## src/hdl/ufr_pkg.sv

```systemverilog
package ufr_pkg;

    localparam int unsigned CpW      = 21;
    localparam int unsigned QDepth   = 4;
    localparam int unsigned QPtrW    = $clog2(QDepth);
    localparam int unsigned QCntW    = $clog2(QDepth + 1);
    localparam int unsigned MaxOut   = 2;
    localparam int unsigned OutCntW  = $clog2(MaxOut + 1);

    localparam logic [CpW-1:0] CpMax      = 21'h10FFFF;
    localparam logic [CpW-1:0] SurrLo     = 21'h00D800;
    localparam logic [CpW-1:0] SurrHi     = 21'h00DFFF;
    localparam logic [CpW-1:0] CyrUpLo    = 21'h000410;
    localparam logic [CpW-1:0] CyrUpHi    = 21'h00042F;
    localparam logic [CpW-1:0] CyrYoUp    = 21'h000401;
    localparam logic [CpW-1:0] CyrYoLo    = 21'h000451;
    localparam logic [CpW-1:0] CyrLoLo    = 21'h000430;
    localparam logic [CpW-1:0] CyrLoHi    = 21'h00044F;
    localparam logic [CpW-1:0] AscUpLo    = 21'h000041;
    localparam logic [CpW-1:0] AscUpHi    = 21'h00005A;
    localparam logic [CpW-1:0] AscLoLo    = 21'h000061;
    localparam logic [CpW-1:0] AscLoHi    = 21'h00007A;
    localparam logic [CpW-1:0] DigLo      = 21'h000030;
    localparam logic [CpW-1:0] DigHi      = 21'h000039;
    localparam logic [CpW-1:0] CaseOffset = 21'h000020;
    localparam logic [CpW-1:0] Min2       = 21'h000080;
    localparam logic [CpW-1:0] Min3       = 21'h000800;
    localparam logic [CpW-1:0] Min4       = 21'h010000;
    localparam logic [CpW-1:0] AsciiMax   = 21'h00007F;

    localparam logic [2:0] SeqLen2 = 3'd2;
    localparam logic [2:0] SeqLen3 = 3'd3;
    localparam logic [2:0] SeqLen4 = 3'd4;

    localparam logic [2:0] LeadTag2 = 3'b110;
    localparam logic [3:0] LeadTag3 = 4'b1110;
    localparam logic [4:0] LeadTag4 = 5'b11110;
    localparam logic [1:0] ContTag  = 2'b10;

    typedef struct packed {
        logic [CpW-1:0] acc;
        logic [1:0]     rem;
        logic [2:0]     len;
    } t_seq;

    typedef struct packed {
        logic [7:0] out_byte;
        logic       out_valid;
        logic       end_of_text;
    } t_result;

endpackage

```

## src/hdl/ufr_decode.sv

```systemverilog
module ufr_decode (
    input  ufr_pkg::t_seq                   i_seq,
    input  logic [7:0]                      i_byte,
    input  logic                            i_last,
    output ufr_pkg::t_seq                   o_seq_next,
    output logic [ufr_pkg::OutCntW-1:0]     o_count,
    output ufr_pkg::t_result                o_res0,
    output ufr_pkg::t_result                o_res1
);
    import ufr_pkg::*;

    function automatic logic [CpW-1:0] fold_case(input logic [CpW-1:0] cp);
        logic [CpW-1:0] v;
        v = cp;
        if (cp >= AscUpLo && cp <= AscUpHi) begin
            v = cp + CaseOffset;
        end else if (cp >= CyrUpLo && cp <= CyrUpHi) begin
            v = cp + CaseOffset;
        end else if (cp == CyrYoUp) begin
            v = CyrYoLo;
        end
        return v;
    endfunction

    function automatic logic is_kept(input logic [CpW-1:0] cp);
        return (cp >= DigLo && cp <= DigHi) || (cp >= AscLoLo && cp <= AscLoHi) ||
               (cp >= CyrLoLo && cp <= CyrLoHi) || (cp == CyrYoLo);
    endfunction

    logic           is_cont;
    logic [CpW-1:0] acc_n;
    logic [1:0]     rem_n;
    logic [CpW-1:0] minimum;
    logic [CpW-1:0] cp;
    logic           cp_ok;
    logic [CpW-1:0] folded;
    logic           keep;

    assign is_cont = (i_byte[7:6] == ContTag);
    assign acc_n   = {i_seq.acc[CpW-7:0], i_byte[5:0]};
    assign rem_n   = i_seq.rem - 2'd1;

    always_comb begin
        case (i_seq.len)
            SeqLen2: minimum = Min2;
            SeqLen3: minimum = Min3;
            default: minimum = Min4;
        endcase
    end

    always_comb begin
        o_seq_next = '0;
        cp         = '0;
        cp_ok      = 1'b0;
        if (i_seq.rem != 2'd0 && is_cont) begin
            if (rem_n != 2'd0) begin
                o_seq_next = '{acc: acc_n, rem: rem_n, len: i_seq.len};
            end else begin
                cp    = acc_n;
                cp_ok = !(acc_n < minimum || acc_n > CpMax ||
                          (acc_n >= SurrLo && acc_n <= SurrHi));
            end
        end else begin
            // an open sequence broken into is dropped, the byte starts afresh
            if (!i_byte[7]) begin
                cp    = {{(CpW-8){1'b0}}, i_byte};
                cp_ok = 1'b1;
            end else if (i_byte[7:5] == LeadTag2) begin
                o_seq_next = '{acc: {{(CpW-5){1'b0}}, i_byte[4:0]}, rem: 2'd1, len: SeqLen2};
            end else if (i_byte[7:4] == LeadTag3) begin
                o_seq_next = '{acc: {{(CpW-4){1'b0}}, i_byte[3:0]}, rem: 2'd2, len: SeqLen3};
            end else if (i_byte[7:3] == LeadTag4) begin
                o_seq_next = '{acc: {{(CpW-3){1'b0}}, i_byte[2:0]}, rem: 2'd3, len: SeqLen4};
            end
        end
        if (i_last) begin
            o_seq_next = '0;
        end
    end

    assign folded = fold_case(cp);
    assign keep   = cp_ok && is_kept(folded);

    always_comb begin
        o_count = '0;
        o_res0  = '0;
        o_res1  = '{out_byte: {ContTag, folded[5:0]}, out_valid: 1'b1, end_of_text: i_last};
        if (keep) begin
            if (folded <= AsciiMax) begin
                o_count = OutCntW'(1);
                o_res0  = '{out_byte: folded[7:0], out_valid: 1'b1, end_of_text: i_last};
            end else begin
                o_count = OutCntW'(2);
                o_res0  = '{out_byte: {LeadTag2, folded[10:6]}, out_valid: 1'b1,
                            end_of_text: 1'b0};
            end
        end else if (i_last) begin
            // bare end marker
            o_count = OutCntW'(1);
            o_res0  = '{out_byte: 8'd0, out_valid: 1'b0, end_of_text: 1'b1};
        end
    end

endmodule

```

## src/hdl/ufr_outq.sv

```systemverilog
module ufr_outq (
    input  logic                            i_clk,
    input  logic                            i_rst_n,
    input  logic [ufr_pkg::OutCntW-1:0]     i_push,
    input  ufr_pkg::t_result                i_res0,
    input  ufr_pkg::t_result                i_res1,
    output logic                            o_room,
    output logic                            o_valid,
    input  logic                            i_ready,
    output ufr_pkg::t_result                o_head
);
    import ufr_pkg::*;

    t_result            r_mem [QDepth];
    logic [QPtrW-1:0]   r_wr_ptr, n_wr_ptr;
    logic [QPtrW-1:0]   r_rd_ptr, n_rd_ptr;
    logic [QCntW-1:0]   r_count, n_count;
    logic               pop;

    assign o_valid = (r_count != '0);
    assign o_head  = r_mem[r_rd_ptr];
    assign pop     = o_valid && i_ready;
    // room for a full two-beat character
    assign o_room  = (r_count <= QCntW'(QDepth - MaxOut));

    always_comb begin
        n_wr_ptr = r_wr_ptr + QPtrW'(i_push);
        n_rd_ptr = pop ? r_rd_ptr + QPtrW'(1) : r_rd_ptr;
        n_count  = r_count + QCntW'(i_push) - QCntW'(pop);
    end

    always_ff @(posedge i_clk) begin
        if (i_push != '0) begin
            r_mem[r_wr_ptr] <= i_res0;
        end
        if (i_push == OutCntW'(2)) begin
            r_mem[r_wr_ptr + QPtrW'(1)] <= i_res1;
        end
    end

    always_ff @(posedge i_clk) begin
        if (!i_rst_n) begin
            r_wr_ptr <= '0;
            r_rd_ptr <= '0;
            r_count  <= '0;
        end else begin
            r_wr_ptr <= n_wr_ptr;
            r_rd_ptr <= n_rd_ptr;
            r_count  <= n_count;
        end
    end

endmodule

```

## src/hdl/utf8_fold_filter_reencoder.sv

```systemverilog
// result beats are decoded combinationally and registered in the result queue when their input byte is accepted
// throughput: one byte per cycle; a kept Cyrillic letter gives two output beats,
// drained through a four-entry result queue that holds ready low while fewer than
// two entries are free
// reset (synchronous, active low) clears the open sequence and empties the queue
// after a byte flagged last the decoder state returns to its reset values
module utf8_fold_filter_reencoder (
    input  logic        i_clk,
    input  logic        i_rst_n,
    input  logic        i_valid,
    output logic        o_ready,
    input  logic [7:0]  i_in_byte,
    input  logic        i_last_byte,
    output logic        o_valid,
    input  logic        i_ready,
    output logic [7:0]  o_out_byte,
    output logic        o_out_valid,
    output logic        o_end_of_text
);
    import ufr_pkg::*;

    t_seq                r_seq, n_seq;
    t_seq                dec_seq;
    logic [OutCntW-1:0]  dec_count;
    logic [OutCntW-1:0]  push;
    t_result             res0, res1;
    t_result             head;
    logic                room;
    logic                accept;

    assign o_ready = room;
    assign accept  = i_valid && room;

    ufr_decode u_decode (
        .i_seq      (r_seq),
        .i_byte     (i_in_byte),
        .i_last     (i_last_byte),
        .o_seq_next (dec_seq),
        .o_count    (dec_count),
        .o_res0     (res0),
        .o_res1     (res1)
    );

    assign push  = accept ? dec_count : '0;
    assign n_seq = accept ? dec_seq : r_seq;

    always_ff @(posedge i_clk) begin
        if (!i_rst_n) begin
            r_seq <= '0;
        end else begin
            r_seq <= n_seq;
        end
    end

    ufr_outq u_outq (
        .i_clk   (i_clk),
        .i_rst_n (i_rst_n),
        .i_push  (push),
        .i_res0  (res0),
        .i_res1  (res1),
        .o_room  (room),
        .o_valid (o_valid),
        .i_ready (i_ready),
        .o_head  (head)
    );

    assign o_out_byte    = head.out_byte;
    assign o_out_valid   = head.out_valid;
    assign o_end_of_text = head.end_of_text;

endmodule

```

## config.mk

```make
export PLATFORM = sky130hd
export DESIGN_NAME = utf8_fold_filter_reencoder
export DESIGN_NICKNAME = d
export VERILOG_FILES = /design/src/hdl/ufr_pkg.sv /design/src/hdl/ufr_decode.sv /design/src/hdl/ufr_outq.sv /design/src/hdl/utf8_fold_filter_reencoder.sv
export SDC_FILE = /design/constraint.sdc
export NUM_CORES = 1
export LEC_CHECK = 0
export BUFFER_PORTS_ARGS = -buffer_cell sky130_fd_sc_hd__buf_2
export CORE_MARGIN = 4
export CORE_UTILIZATION = 35
export CTS_CLUSTER_SIZE = 20
export DETAILED_ROUTE_END_ITERATION = 12
export GPL_ROUTABILITY_DRIVEN = 1
export HOLD_SLACK_MARGIN = 0.12
export PLACE_DENSITY = 0.54
export SLEW_MARGIN = 25
export SYNTH_ARGS = -nofsm -noshare
export SYNTH_HDL_FRONTEND = slang
export SYNTH_SLANG_ARGS = --single-unit
```

## constraint.sdc

```tcl
create_clock -name i_clk -period 7.26 [get_ports i_clk]
set_clock_uncertainty 0.1 [all_clocks]
set_input_delay 0.726 -clock i_clk [delete_from_list [all_inputs] [get_ports i_clk]]
set_output_delay 0.726 -clock i_clk [all_outputs]
set_load 0.01 [all_outputs]
```

==> impl_metrics.ini <==
[yosys]
yosys-top-cells-count = nor2_1 (46), dfxtp_1 (41), nand2_1 (41)
synth_cell_types = 63
yosysSeqAreaShare = 0.406
syn_area_mm2 = 0.00410
synth_area_leaders = edfxtp_1 (21%), dfxtp_1 (20%), mux4_2 (5.5%)
synth_top_area_frac = 0.205
yosys_warnings = 0
synth_flop_cell = dfxtp_1
syn_avg_cell_area_um2 = 9.00
synth_fp_nets = 480
synth_cells = 455
ys_seq_elements = 69
synth-edff-count = 28
synth_top_cell_by_area = edfxtp_1
async_reset_ff_frac = 0
synth.most_common_cell = nor2_1

[drt]
dr.pass1.iters = 4
vias = 3404
wl_um = 10300
post_drt_wl_per_cell_um = 16.7
viasPerCell = 5.54
ant_nets = 0
drc = 0
drt_iter0_markers = 116

[sta]
timing.fmax_mhz = 171
slew_violations = 0
rsz0062_at_grt = false
worstMarginPinSlew_ns = 0.894
finalHoldViolCount = 0
period_needed_ns = 5.84
fin_crit_sh = 0.805
slew_headroom = 0.404
fin_tns_setup_ns = 0
hold_ws_ns = 0.361
setup_violations = 0

[clock_network]
ctsResizeCount = 0
root_buffer = clkbuf_16
cts_tree = built
path_clk_slew_ns = 0.06
h-tree-depth = 3
post_cts_buffers = 0
cts_num_sinks = 69
cts_max_path_buffers = 2
clock_latency_ns = 0.33
cts_hold_buf = 0
cts-buffers-inserted = 9

[floorplan]
ios = 25
dieArea_mm2 = 0.0135
initial_utilization = 0.359
die_w_um = 116
die_h_um = 116
core_area_mm2 = 0.0114
row_count = 39

[pwr]
finalPower_mw = 1.26
power_density_mw_per_mm2 = 271
leakage_nw = 1.60
vdd.ir_drop.worst_v = 0.000122

[min_path]
worstHoldStart = u_outq.r_mem[2][1]$_SDFFE_PP1N_
hp-class = register to register

[critical_path]
r2r_end = u_outq.r_count[2]$_SDFF_PN0_
r2r-start = r_seq[3]$_SDFFE_PN0P_
r2r_cells = 20
worstPathArrival_ns = 5.96
critical_path_class = register to register
r2r_setup_slack_ns = 1.42
start_kind = register
setup.worst_path.end = u_outq.r_count[2]$_SDFF_PN0_
crit_path_start = r_seq[3]$_SDFFE_PN0P_
cp-end-kind = register
required_ns = 7.38
worst-path-max-fanout = 20

[status]
status = finished clean

[cells_and_area]
fin_util = 0.407
fillers = 1148
design_area_mm2 = 0.00465
nNetsFinal = 491
antenna_cells = 0
layout-drive-gt1-share = 0.136
synthToLayoutAreaGrowth_pct = 13.5

[global_route]
grtUsageTotal = 0.160
grt-ovfl-total = 0
grt_pass1_wl_um = 17200
grt_max_degree = 29
grt_pass1_vias = 3413
antenna_found_initial = 0

[placement]
port_buffers = 24
dpl.hpwl_um = 7720
dpl_cell_area_mm2 = 0.00431
gp_congestion = 0.876

[job]
drv_cap = 0
[final cells by class]
cell class	instances	area (um2)	area share
multi-input cells	337	2250	0.483
flip-flops and latches	69	1660	0.357
clock buffers	9	225	0.0485
well taps	143	179	0.0385
repair buffers	26	135	0.0291
clock inverters	7	114	0.0245
inverters	23	86.3	0.0186
[critical path: stages, from the launching register on]
cell and delay, ns:
dfxtp_1 0.37, inv_1 0.06, ha_1 0.27, or3b_1 0.46
nand2_2 0.21, and2_1 0.25, inv_1 0.15, ha_1 0.24
a31oi_1 0.12, o21ai_0 0.14, o22ai_2 0.54, mux2i_1 0.18
or3_1 0.37, a211o_1 0.34, a211o_1 0.53, or2_2 0.37
ha_1 0.27, inv_1 0.05, fa_1 0.42, xnor2_1 0.14
and2_1 0.15
[placed cells by master (no fill, tap or decap), types with 16 or more instances in the layout]
cell type,synthesis,layout
nand2_1,41,41
dfxtp_1,41,41
edfxtp_1,28,28
nor2b_1,20,20
buf_2,7,24
nor3_1,17,16
inv_1,23,23
nor2_1,46,46
a21oi_1,29,29
[worst min path at each step]
stage / endpoint / slack (ns) / cells after the start
after global routing: u_outq.r_mem[2][1]$_SDFFE_PP1N_ / 0.39 / 1
after detailed placement: u_outq.r_mem[1][1]$_SDFFE_PP1N_ / 0.36 / 1
after global placement: u_outq.r_mem[1][1]$_SDFFE_PP1N_ / 0.35 / 1
final: u_outq.r_mem[2][1]$_SDFFE_PP1N_ / 0.36 / 1
after CTS: u_outq.r_mem[1][1]$_SDFFE_PP1N_ / 0.37 / 1
after floorplan: u_outq.r_mem[3][9]$_SDFFE_PP1N_ / 0.33 / 2
[where the power goes]
group / leakage (nW) / total (mW) / internal (mW) / switching [mW]
sequential: 0.578 / 0.479 / 0.441 / 0.0372
clock: 0.169 / 0.498 / 0.334 / 0.164
combinational: 0.856 / 0.283 / 0.131 / 0.152
total: 1.60 / 1.26 / 0.906 / 0.353
[cell families (layout without fill, tap and decap cells)]
logic type | after synthesis | count (layout) | synth area share
xor+xnor | 7 | 7 | 0.0150
flops | 69 | 69 | 0.406
simple gates | 188 | 188 | 0.235
fa+ha+maj | 13 | 13 | 0.0409
buf+inv | 49 | 65 | 0.0470
mux | 15 | 15 | 0.0675
compound gates | 114 | 114 | 0.188
[layer usage]
metal | track usage | routed length [um] | vias to the layer above | share of wire
met4 | 0.0526 | 177 | 0 | 0.017
met5 | 0 | 0 | - | 0
met2 | 0.270 | 4930 | 65 | 0.48
met1 | 0.209 | 4860 | 1643 | 0.47
li1 | - | - | 1682 | -
met3 | 0.0285 | 317 | 14 | 0.031
[flip-flops by register name (all words and copies together) (netlist names), named ones only]
signal / flops
u_outq.r_count: 3
r_seq: 20
u_outq.r_wr_ptr: 2
u_outq.r_rd_ptr: 2
u_outq.r_mem: 40
[through the flow]
| stage | cells | setup WS (ns) |
|---|---|---|
| floorplan | 455 | 2.10 |
| global placement | 598 | 1.44 |
| detailed placement | 598 | 1.30 |
| CTS | 614 | 1.46 |
| global route | 614 | 0.993 |
| finish | 614 | 1.42 |
(Power assumes the default switching activity.)
